`src/rtl/core/archive_hash_table_lookup_unit_defines.svh`:
```
// Assertion macros shared by the lookup unit RTL.
// No dependencies; include after the timescale line of a file that asserts.
`ifndef ARCHIVE_HASH_TABLE_LOOKUP_UNIT_DEFINES_SVH
`define ARCHIVE_HASH_TABLE_LOOKUP_UNIT_DEFINES_SVH

// Same-cycle implication, checked at every rising clock edge out of reset.
`define AHT_ASSERT_NOW(label, clk, rst_n, ante, cons, msg) \
    label: assert property (@(posedge clk) disable iff (!rst_n) (ante) |-> (cons)) \
        else $error(msg);

// Next-cycle implication, checked at every rising clock edge out of reset.
`define AHT_ASSERT_NEXT(label, clk, rst_n, ante, cons, msg) \
    label: assert property (@(posedge clk) disable iff (!rst_n) (ante) |=> (cons)) \
        else $error(msg);

`endif

```
`src/rtl/core/aht_pkg.sv`:
```
// Shared types and constants of the archive hash table lookup unit.
// No dependencies; compile first.
`timescale 1ns / 1ps

package aht_pkg;

    localparam int HASH_DEPTH_DEF  = 4096;
    localparam int BLOCK_DEPTH_DEF = 4096;

    localparam int OP_W      = 2;
    localparam int IDX_W     = 12;
    localparam int WORD_W    = 32;
    localparam int CFG_W     = 13;
    localparam int CFG_IDX_W = 2;
    localparam int STATUS_W  = 3;
    localparam int EXISTS_BIT = 31;

    localparam logic [WORD_W-1:0] LINK_FREE    = 32'hFFFF_FFFF;
    localparam logic [WORD_W-1:0] LINK_DELETED = 32'hFFFF_FFFE;

    // configuration register indexes
    localparam logic [CFG_IDX_W-1:0] CFG_ARCHIVE_OPEN = 2'd0;
    localparam logic [CFG_IDX_W-1:0] CFG_HASH_COUNT   = 2'd1;
    localparam logic [CFG_IDX_W-1:0] CFG_BLOCK_COUNT  = 2'd2;

    typedef enum logic [OP_W-1:0] {
        OP_LOOKUP   = 2'd0,
        OP_WR_HASH  = 2'd1,
        OP_WR_BLOCK = 2'd2,
        OP_UNUSED   = 2'd3
    } t_op;

    typedef enum logic [STATUS_W-1:0] {
        ST_FOUND        = 3'd0,
        ST_NOT_FOUND    = 3'd1,
        ST_CLOSED       = 3'd2,
        ST_BAD_BLOCK    = 3'd3,
        ST_NOT_EXISTING = 3'd4,
        ST_WRITTEN      = 3'd5
    } t_status;

    typedef enum logic [1:0] {
        S_IDLE  = 2'd0,
        S_PROBE = 2'd1,
        S_BLOCK = 2'd2,
        S_FIN   = 2'd3
    } t_state;

    typedef struct packed {
        logic wr_en;
        logic rd_en;
    } t_mem_ctl;

    typedef struct packed {
        logic              valid;
        t_status           status;
        logic [IDX_W-1:0]  block;
    } t_result;

endpackage

```
`src/rtl/core/aht_probe_ctrl.sv`:
```
// Request sequencer: table writes, linear probe walk and block fetch.
// Depends on aht_pkg and the assertion macro header.
`timescale 1ns / 1ps
`include "archive_hash_table_lookup_unit_defines.svh"

module aht_probe_ctrl #(
    parameter int HASH_DEPTH  = aht_pkg::HASH_DEPTH_DEF,
    parameter int BLOCK_DEPTH = aht_pkg::BLOCK_DEPTH_DEF,
    parameter int HAW = (HASH_DEPTH > 1) ? $clog2(HASH_DEPTH) : 1,
    parameter int BAW = (BLOCK_DEPTH > 1) ? $clog2(BLOCK_DEPTH) : 1
) (
    input  logic                             i_clk,
    input  logic                             i_rst_n,
    input  logic                             i_req_valid,
    input  aht_pkg::t_op                     i_op,
    input  logic [aht_pkg::IDX_W-1:0]        i_table_index,
    input  logic [aht_pkg::WORD_W-1:0]       i_probe_hash,
    input  logic [aht_pkg::WORD_W-1:0]       i_name_hash_a,
    input  logic [aht_pkg::WORD_W-1:0]       i_name_hash_b,
    input  logic                             i_archive_open,
    input  logic [aht_pkg::CFG_W-1:0]        i_hash_count,
    input  logic [aht_pkg::CFG_W-1:0]        i_block_count,
    input  logic [3*aht_pkg::WORD_W-1:0]     i_hash_rd_data,
    input  logic [aht_pkg::WORD_W-1:0]       i_block_flags,
    input  logic                             i_slot_free,
    output logic                             o_ready,
    output aht_pkg::t_result                 o_result,
    output aht_pkg::t_mem_ctl                o_hash_ctl,
    output logic [HAW-1:0]                   o_hash_wr_addr,
    output logic [HAW-1:0]                   o_hash_rd_addr,
    output aht_pkg::t_mem_ctl                o_block_ctl,
    output logic [BAW-1:0]                   o_block_wr_addr,
    output logic [BAW-1:0]                   o_block_rd_addr
);
    import aht_pkg::*;

    localparam int HCW  = $clog2(HASH_DEPTH + 1);
    localparam int NW   = (HCW > CFG_W) ? HCW : CFG_W;
    localparam int HIXW = ((HAW > IDX_W) ? HAW : IDX_W) + 1;
    localparam int BIXW = ((BAW > IDX_W) ? BAW : IDX_W) + 1;

    t_state             r_state, n_state;
    logic [HAW-1:0]     r_idx, n_idx;
    logic [HAW-1:0]     r_mask, n_mask;
    logic [NW-1:0]      r_tries, n_tries;
    logic [NW-1:0]      r_cnt, n_cnt;
    logic [WORD_W-1:0]  r_ha, n_ha;
    logic [WORD_W-1:0]  r_hb, n_hb;
    t_status            r_status, n_status;
    logic [IDX_W-1:0]   r_block, n_block;

    logic [NW-1:0]      cnt_cfg, mask_cfg, tries_nx;
    logic [HAW-1:0]     idx0, idx_nx;
    logic [HIXW-1:0]    hash_idx_ext;
    logic [BIXW-1:0]    block_idx_ext;
    logic               closed, start_probe, take;
    logic [WORD_W-1:0]  ent_first, ent_second, ent_link;
    logic               is_free, is_hit, is_bad, go_on;

    assign cnt_cfg  = (NW'(i_hash_count) > NW'(HASH_DEPTH)) ? NW'(HASH_DEPTH)
                                                           : NW'(i_hash_count);
    assign mask_cfg = cnt_cfg - NW'(1);
    assign idx0     = i_probe_hash[HAW-1:0] & mask_cfg[HAW-1:0];
    assign closed   = !i_archive_open || (i_hash_count == '0);
    assign start_probe = i_req_valid && (i_op == OP_LOOKUP) && !closed;

    assign hash_idx_ext  = HIXW'(i_table_index);
    assign block_idx_ext = BIXW'(i_table_index);

    assign ent_first  = i_hash_rd_data[WORD_W-1:0];
    assign ent_second = i_hash_rd_data[2*WORD_W-1:WORD_W];
    assign ent_link   = i_hash_rd_data[3*WORD_W-1:2*WORD_W];

    assign is_free  = (ent_link == LINK_FREE);
    assign is_hit   = !is_free && (ent_link != LINK_DELETED)
                      && (ent_first == r_ha) && (ent_second == r_hb);
    assign is_bad   = (ent_link >= WORD_W'(i_block_count))
                      || (ent_link >= WORD_W'(BLOCK_DEPTH));
    assign tries_nx = r_tries + NW'(1);
    assign go_on    = !is_free && !is_hit && (tries_nx < r_cnt);
    assign idx_nx   = (r_idx + HAW'(1)) & r_mask;
    assign take     = (r_state == S_FIN) && i_slot_free;

    // next state and working registers
    always_comb begin
        n_state  = r_state;
        n_idx    = r_idx;
        n_mask   = r_mask;
        n_tries  = r_tries;
        n_cnt    = r_cnt;
        n_ha     = r_ha;
        n_hb     = r_hb;
        n_status = r_status;
        n_block  = r_block;
        case (r_state)
            S_IDLE: begin
                if (i_req_valid) begin
                    n_ha    = i_name_hash_a;
                    n_hb    = i_name_hash_b;
                    n_cnt   = cnt_cfg;
                    n_mask  = mask_cfg[HAW-1:0];
                    n_idx   = idx0;
                    n_tries = '0;
                    if (start_probe) begin
                        n_state = S_PROBE;
                    end else begin
                        n_status = (i_op == OP_LOOKUP) ? ST_CLOSED : ST_WRITTEN;
                        n_state  = S_FIN;
                    end
                end
            end
            S_PROBE: begin
                if (is_free) begin
                    n_status = ST_NOT_FOUND;
                    n_state  = S_FIN;
                end else if (is_hit) begin
                    n_block = ent_link[IDX_W-1:0];
                    if (is_bad) begin
                        n_status = ST_BAD_BLOCK;
                        n_state  = S_FIN;
                    end else begin
                        n_state = S_BLOCK;
                    end
                end else if (go_on) begin
                    n_idx   = idx_nx;
                    n_tries = tries_nx;
                end else begin
                    n_status = ST_NOT_FOUND;
                    n_state  = S_FIN;
                end
            end
            S_BLOCK: begin
                n_status = i_block_flags[EXISTS_BIT] ? ST_FOUND : ST_NOT_EXISTING;
                n_state  = S_FIN;
            end
            S_FIN: begin
                if (take) begin
                    n_state = S_IDLE;
                end
            end
            default: begin
                n_state = S_IDLE;
            end
        endcase
    end

    // memory ports and handshake
    always_comb begin
        o_ready           = (r_state == S_IDLE);
        o_result.valid    = (r_state == S_FIN);
        o_result.status   = r_status;
        o_result.block    = r_block;
        o_hash_wr_addr    = hash_idx_ext[HAW-1:0];
        o_block_wr_addr   = block_idx_ext[BAW-1:0];
        o_hash_rd_addr    = (r_state == S_IDLE) ? idx0 : idx_nx;
        o_block_rd_addr   = ent_link[BAW-1:0];
        o_hash_ctl.wr_en  = (r_state == S_IDLE) && i_req_valid && (i_op == OP_WR_HASH)
                            && (hash_idx_ext < HIXW'(HASH_DEPTH));
        o_block_ctl.wr_en = (r_state == S_IDLE) && i_req_valid && (i_op == OP_WR_BLOCK)
                            && (block_idx_ext < BIXW'(BLOCK_DEPTH));
        o_hash_ctl.rd_en  = ((r_state == S_IDLE) && start_probe)
                            || ((r_state == S_PROBE) && go_on);
        o_block_ctl.rd_en = (r_state == S_PROBE) && is_hit && !is_bad;
    end

    always_ff @(posedge i_clk) begin
        if (!i_rst_n) begin
            r_state <= S_IDLE;
        end else begin
            r_state <= n_state;
        end
    end

    always_ff @(posedge i_clk) begin
        r_idx    <= n_idx;
        r_mask   <= n_mask;
        r_tries  <= n_tries;
        r_cnt    <= n_cnt;
        r_ha     <= n_ha;
        r_hb     <= n_hb;
        r_status <= n_status;
        r_block  <= n_block;
    end

    `AHT_ASSERT_NOW(a_no_write_busy, i_clk, i_rst_n, r_state != S_IDLE, !o_hash_ctl.wr_en && !o_block_ctl.wr_en, "table write while a request is in flight")
    `AHT_ASSERT_NOW(a_probe_bound, i_clk, i_rst_n, r_state == S_PROBE, r_tries < r_cnt, "probe walk ran past the hash count")
    `AHT_ASSERT_NEXT(a_hash_read_probe, i_clk, i_rst_n, o_hash_ctl.rd_en, r_state == S_PROBE, "hash read not followed by a probe check")
    `AHT_ASSERT_NEXT(a_block_read_check, i_clk, i_rst_n, o_block_ctl.rd_en, r_state == S_BLOCK, "block read not followed by a block check")

endmodule
```
`config.mk`:
```
export PLATFORM = sky130hd
export DESIGN_NAME = aht_probe_ctrl
export DESIGN_NICKNAME = d
export VERILOG_FILES = /design/src/rtl/core/aht_pkg.sv /design/src/rtl/core/aht_probe_ctrl.sv
export VERILOG_INCLUDE_DIRS = /design/src /design/src/rtl/core
export SDC_FILE = /design/constraint.sdc
export NUM_CORES = 1
export LEC_CHECK = 0
export BUFFER_PORTS_ARGS = -buffer_cell sky130_fd_sc_hd__buf_4
export CORE_MARGIN = 1
export CORE_UTILIZATION = 25
export CTS_CLUSTER_DIAMETER = 50
export DETAILED_ROUTE_END_ITERATION = 12
export SYNTH_ARGS = -nofsm -noshare
export SYNTH_HDL_FRONTEND = slang
export SYNTH_SLANG_ARGS = --single-unit
```
`constraint.sdc`:
```
create_clock -name i_clk -period 6.3 [get_ports i_clk]
set_clock_uncertainty 0.2 [all_clocks]
set_input_delay 1.89 -clock i_clk [delete_from_list [all_inputs] [get_ports i_clk]]
set_output_delay 1.89 -clock i_clk [all_outputs]
set_load 0.01 [all_outputs]
```
==> flow_results.org <==
** Clock tree
- Hold repair after CTS inserted 0 buffers.
- Number of buffers created by CTS :: 17
- The clock passes through at most 2 buffers.
- In this run the number of H-tree levels came out at 4.
- The cell sitting at the root of the clock tree is a clkbuf_16.
- TritonCTS built the clock tree.
- Clock edge transition at the registers on the reported setup and hold paths :: 60 ps
- Post-cts gate resize count :: 0
- TritonCTS sink count :: 131
- The clock reaches the later pin of the worst-skew pair after 420 ps.
- Postcts setup bufs :: 0

** STA
- Final sum of negative setup slack :: 0 ps
- Slew at the pin closest to its max-slew limit :: 937.9 ps
- Derived from the worst setup path, the maximum achievable clock frequency is 0.1658 GHz.
- Worst slew margin relative to its limit :: 37.34%
- RSZ-0062 raised after global routing :: no
- Max Slew Vio Count :: 0
- Across all hold checks on the routed design, the worst slack comes to 319.4 ps.
- Subtracting the final worst setup slack from the clock period gives 6030 ps.
- Across all setup checks in the final design, the least slack found is 269.5 ps.
- The count of endpoints failing hold in the final timing report is 0.
- Setup violations remaining at the end of the flow were counted as 0.
- Portion of the clock cycle consumed by the worst path in the final layout :: 95.72%

** Global route
- Fraction of met3 tracks used by global routing :: 3.195%
- Global-route track usage on met2 :: 24.58%
- Entering global routing, the biggest net connects 52 pins.
- The first global-routing pass estimated 28.41 mm of wire.
- Met1 Track Usage GR :: 14.59%
- The number of antenna violations at the first check in global routing came to 0.
- Most Crowded Layer GR :: met2
- Summed over all layers, the global routing overflow is 0.
- Global routing used 13.25% of the available tracks across all layers.
- Number of global-route vias before repair :: 5270

** Final layout
- Excluding fillers, the count of instances in the completed layout stands at 1200.
- Final design area excluding fillers :: 0.009699 mm²
- At the end of the flow, the number of nets in the layout was 1116.
- Measured on the finished design, the core utilization comes to 35.59%.
- Share of layout cells above drive strength 1 :: 36.47%
- Diode insertion count for antenna repair :: 0
- Fill cell count :: 2697
- Compared with the post-synthesis result, the final layout area differs by 38.28%.
- Summing all flip-flop and latch instances after layout gives 0.003914 mm².
- The multi-input combinational cells in the finished layout cover a total of 0.002671 mm².

** Worst setup path
- For the worst setup path, the data required time is 4210 ps.
- Buffer and inverter count on the worst path :: 2
- Startpoint kind of the worst setup timing path :: primary input
- For the worst setup path, the data arrival time is 3940 ps.
- Among cell families on the critical path, the largest total delay comes from simple AND/OR/NAND/NOR gates.
- The worst setup path is captured at an output pin.
- The most critical setup path has its startpoint at i_hash_count[4].
- In this run the critical register-to-register path is launched from r_tries[2]$_SDFFCE_PN0P_.
- Kind of critical path :: in -> out
- The slowest stage of the critical path is the or4_4 cell.
- Critical path cell sequence :: buf_4, or4_4, nor4_4, nor3b_4, nand3b_2, a311oi_2, nand3_1, o21ai_0, buf_4
- In this run the worst path has a maximum fanout of 4.
- In this design, the stage delay of the slowest critical-path cell is 570 ps.
- Most common cell type on the critical path :: buf_4

** Synthesis
- The top cell type by area accounts for 55.23% of the synthesized area.
- Prevailing post-synth register cell :: edfxtp_1
- Post-synthesis cell count :: 585
- In the synthesized netlist the async set-or-reset flop fraction comes to 0%.
- The largest total area in the synthesized netlist belongs to edfxtp_1.
- Mean cell area of the mapped netlist :: 11.99 µm²
- When the netlist entered floorplanning its net count stood at 886.
- Counting flops with a built-in enable in the synthesized netlist gives 129.
- Yosys mapped the design onto 50 distinct sky130hd cell types.
- By area the synthesized netlist is led by edfxtp_1 55%, xor2_1 7.2%, ha_1 5.7%.
- After synthesis the netlist holds a flip-flop and latch count of 131.
- Most used standard cell by instance count after synthesis :: edfxtp_1
- The Yosys step of the flow raised 0 warnings.
- After synthesis the cells add up to 0.007014 mm².
- The share of the Yosys chip area taken by registers is 55.80%.
- The commonest cells after synthesis are 129 x edfxtp_1, 58 x xor2_1, 36 x buf_4.

** Route
- Final antenna-violating net count :: 0
- First DRT Iteration DRCs :: 179
- Across all layers, the routed design uses 5162 vias.
- Detailed-route wire length :: 19.02 mm
- Number of iterations in the first detailed-routing pass :: 5
- After detailed routing, the number of vias per cell comes to 4.302.
- Dividing the detail-routed wire length by the instance count gives 15.85 µm.
- Number of remaining DRC errors :: 0

** Power
- Switching fraction of total power :: 33.13%
- Total power density per cell area :: 352.1 mW/mm²
- VDD sags by at most 185.9 µV.
- The analysis attributes to cell leakage a power of 4.004 nW.
- Clock network fraction of design power :: 29.2%
- Overall power consumption after layout is estimated at 3.415 mW.
- The internal portion of the total power is 2.284 mW.
- The share of total power dissipated in sequential elements is 41.3%.
- In this run, the combinational gates consume 29.6% of the power.
- Net load switching power :: 1.131 mW

** Placed design
- Post-placement cell area :: 0.009112 mm²
- Detailed placer's ending HPWL :: 14.98 mm
- Port buffering added 250 buffers.
- The congestion estimate from routability-driven global placement came to 0.8357.
- Placed Cells :: 1168
- Before CTS, the worst setup slack after placement is 219.7 ps.

** Floorplanning
- Number of top-level pins :: 338
- Core Box Area :: 0.02725 mm²
- In this run the core area contains 60 standard-cell rows.
- The floorplan step defined a die boundary enclosing 0.02873 mm².
- The die is 169.5 µm tall.
- Measured along the x axis, the die boundary spans 169.5 µm.
- Starting density of the core :: 25.74%

** Outcome
- The flow ran to the end, and the final reports show no timing, DRC or antenna violations.

** Job
- Max-cap check violation count :: 0

** Min path
- Origin of the worst min-delay path :: r_state[1]$_SDFFE_PN0P_
- Kind of path behind the tightest hold check :: reg -> reg
## worst reg2reg max path, delay by kind of cell, from the launching register on
kind	cells	cell delay (ps)
simple gates	9	1600
compound gates	2	930
fa+ha+maj	1	290
xor+xnor	1	240
flops	1	410
## final timing paths
path / slack (ps) / end / cells past startpoint
max reg2reg: 2250 / r_idx[9]$_DFFE_PP_ / 13
max: 270 / o_hash_rd_addr[4] / 9
min: 320 / r_state[1]$_SDFFE_PN0P_ / 2
min reg2reg: 320 / r_state[1]$_SDFFE_PN0P_ / 2
## routing by layer
layer,share of wire (%),up-vias
li1,-,2555
met1,40,2413
met2,53,173
met3,5.0,21
met4,2.0,0
met5,0,-
## layout make-up
type	instances	share of cell area (%)
timing repair buffer	257	19.89
multi-input combinational	373	27.54
clock inverter	15	1.664
clock buffer	17	4.386
tap	372	4.799
inverter	35	1.367
sequential	131	40.35
## kinds of logic after synthesis
group	count (synthesis)	share of synthesized area, %
AND/OR/NAND/NOR	185	14.61
flip-flops	131	55.80
XOR/XNOR	87	10.86
buffers and inverters	81	6.279
AO/OA/AOI/OAI	64	6.029
adder cells (fa/ha/maj)	32	5.708
multiplexers	5	0.7135
## sequential cells by signal (all words and copies together) (netlist names)
register / cells
r_block: 12
r_state: 2
r_tries: 13
r_status: 3
r_idx: 12
r_ha: 32
r_mask: 12
r_cnt: 13
r_hb: 32
## power by group through the flow
stage | Combinational (mW) | Clock (mW) | Sequential [mW]
final | 1.01 | 0.996 | 1.41
after global routing | 1.13 | 1.06 | 1.44
after CTS | 1.04 | 1.02 | 1.41
after detailed placement | 1.03 | 0 | 1.43
after global placement | 1.01 | 0 | 1.42
after floorplan | 0.621 | 0 | 1.41
## placed cells by master (no fill, tap or decap), types with 13 or more instances in the layout
| master | count |
|---|---|
| nor2_1 | 27 |
| inv_1 | 34 |
| xor2_1 | 58 |
| buf_4 | 257 |
| nand2_1 | 32 |
| nand3_1 | 26 |
| nor2b_1 | 13 |
| edfxtp_1 | 129 |
| clkbuf_16 | 17 |
| o21ai_0 | 23 |
| xnor2_1 | 29 |
| nand4_1 | 23 |
| ha_1 | 32 |
| nor4_1 | 18 |
Power figures use the tool's default switching activity.
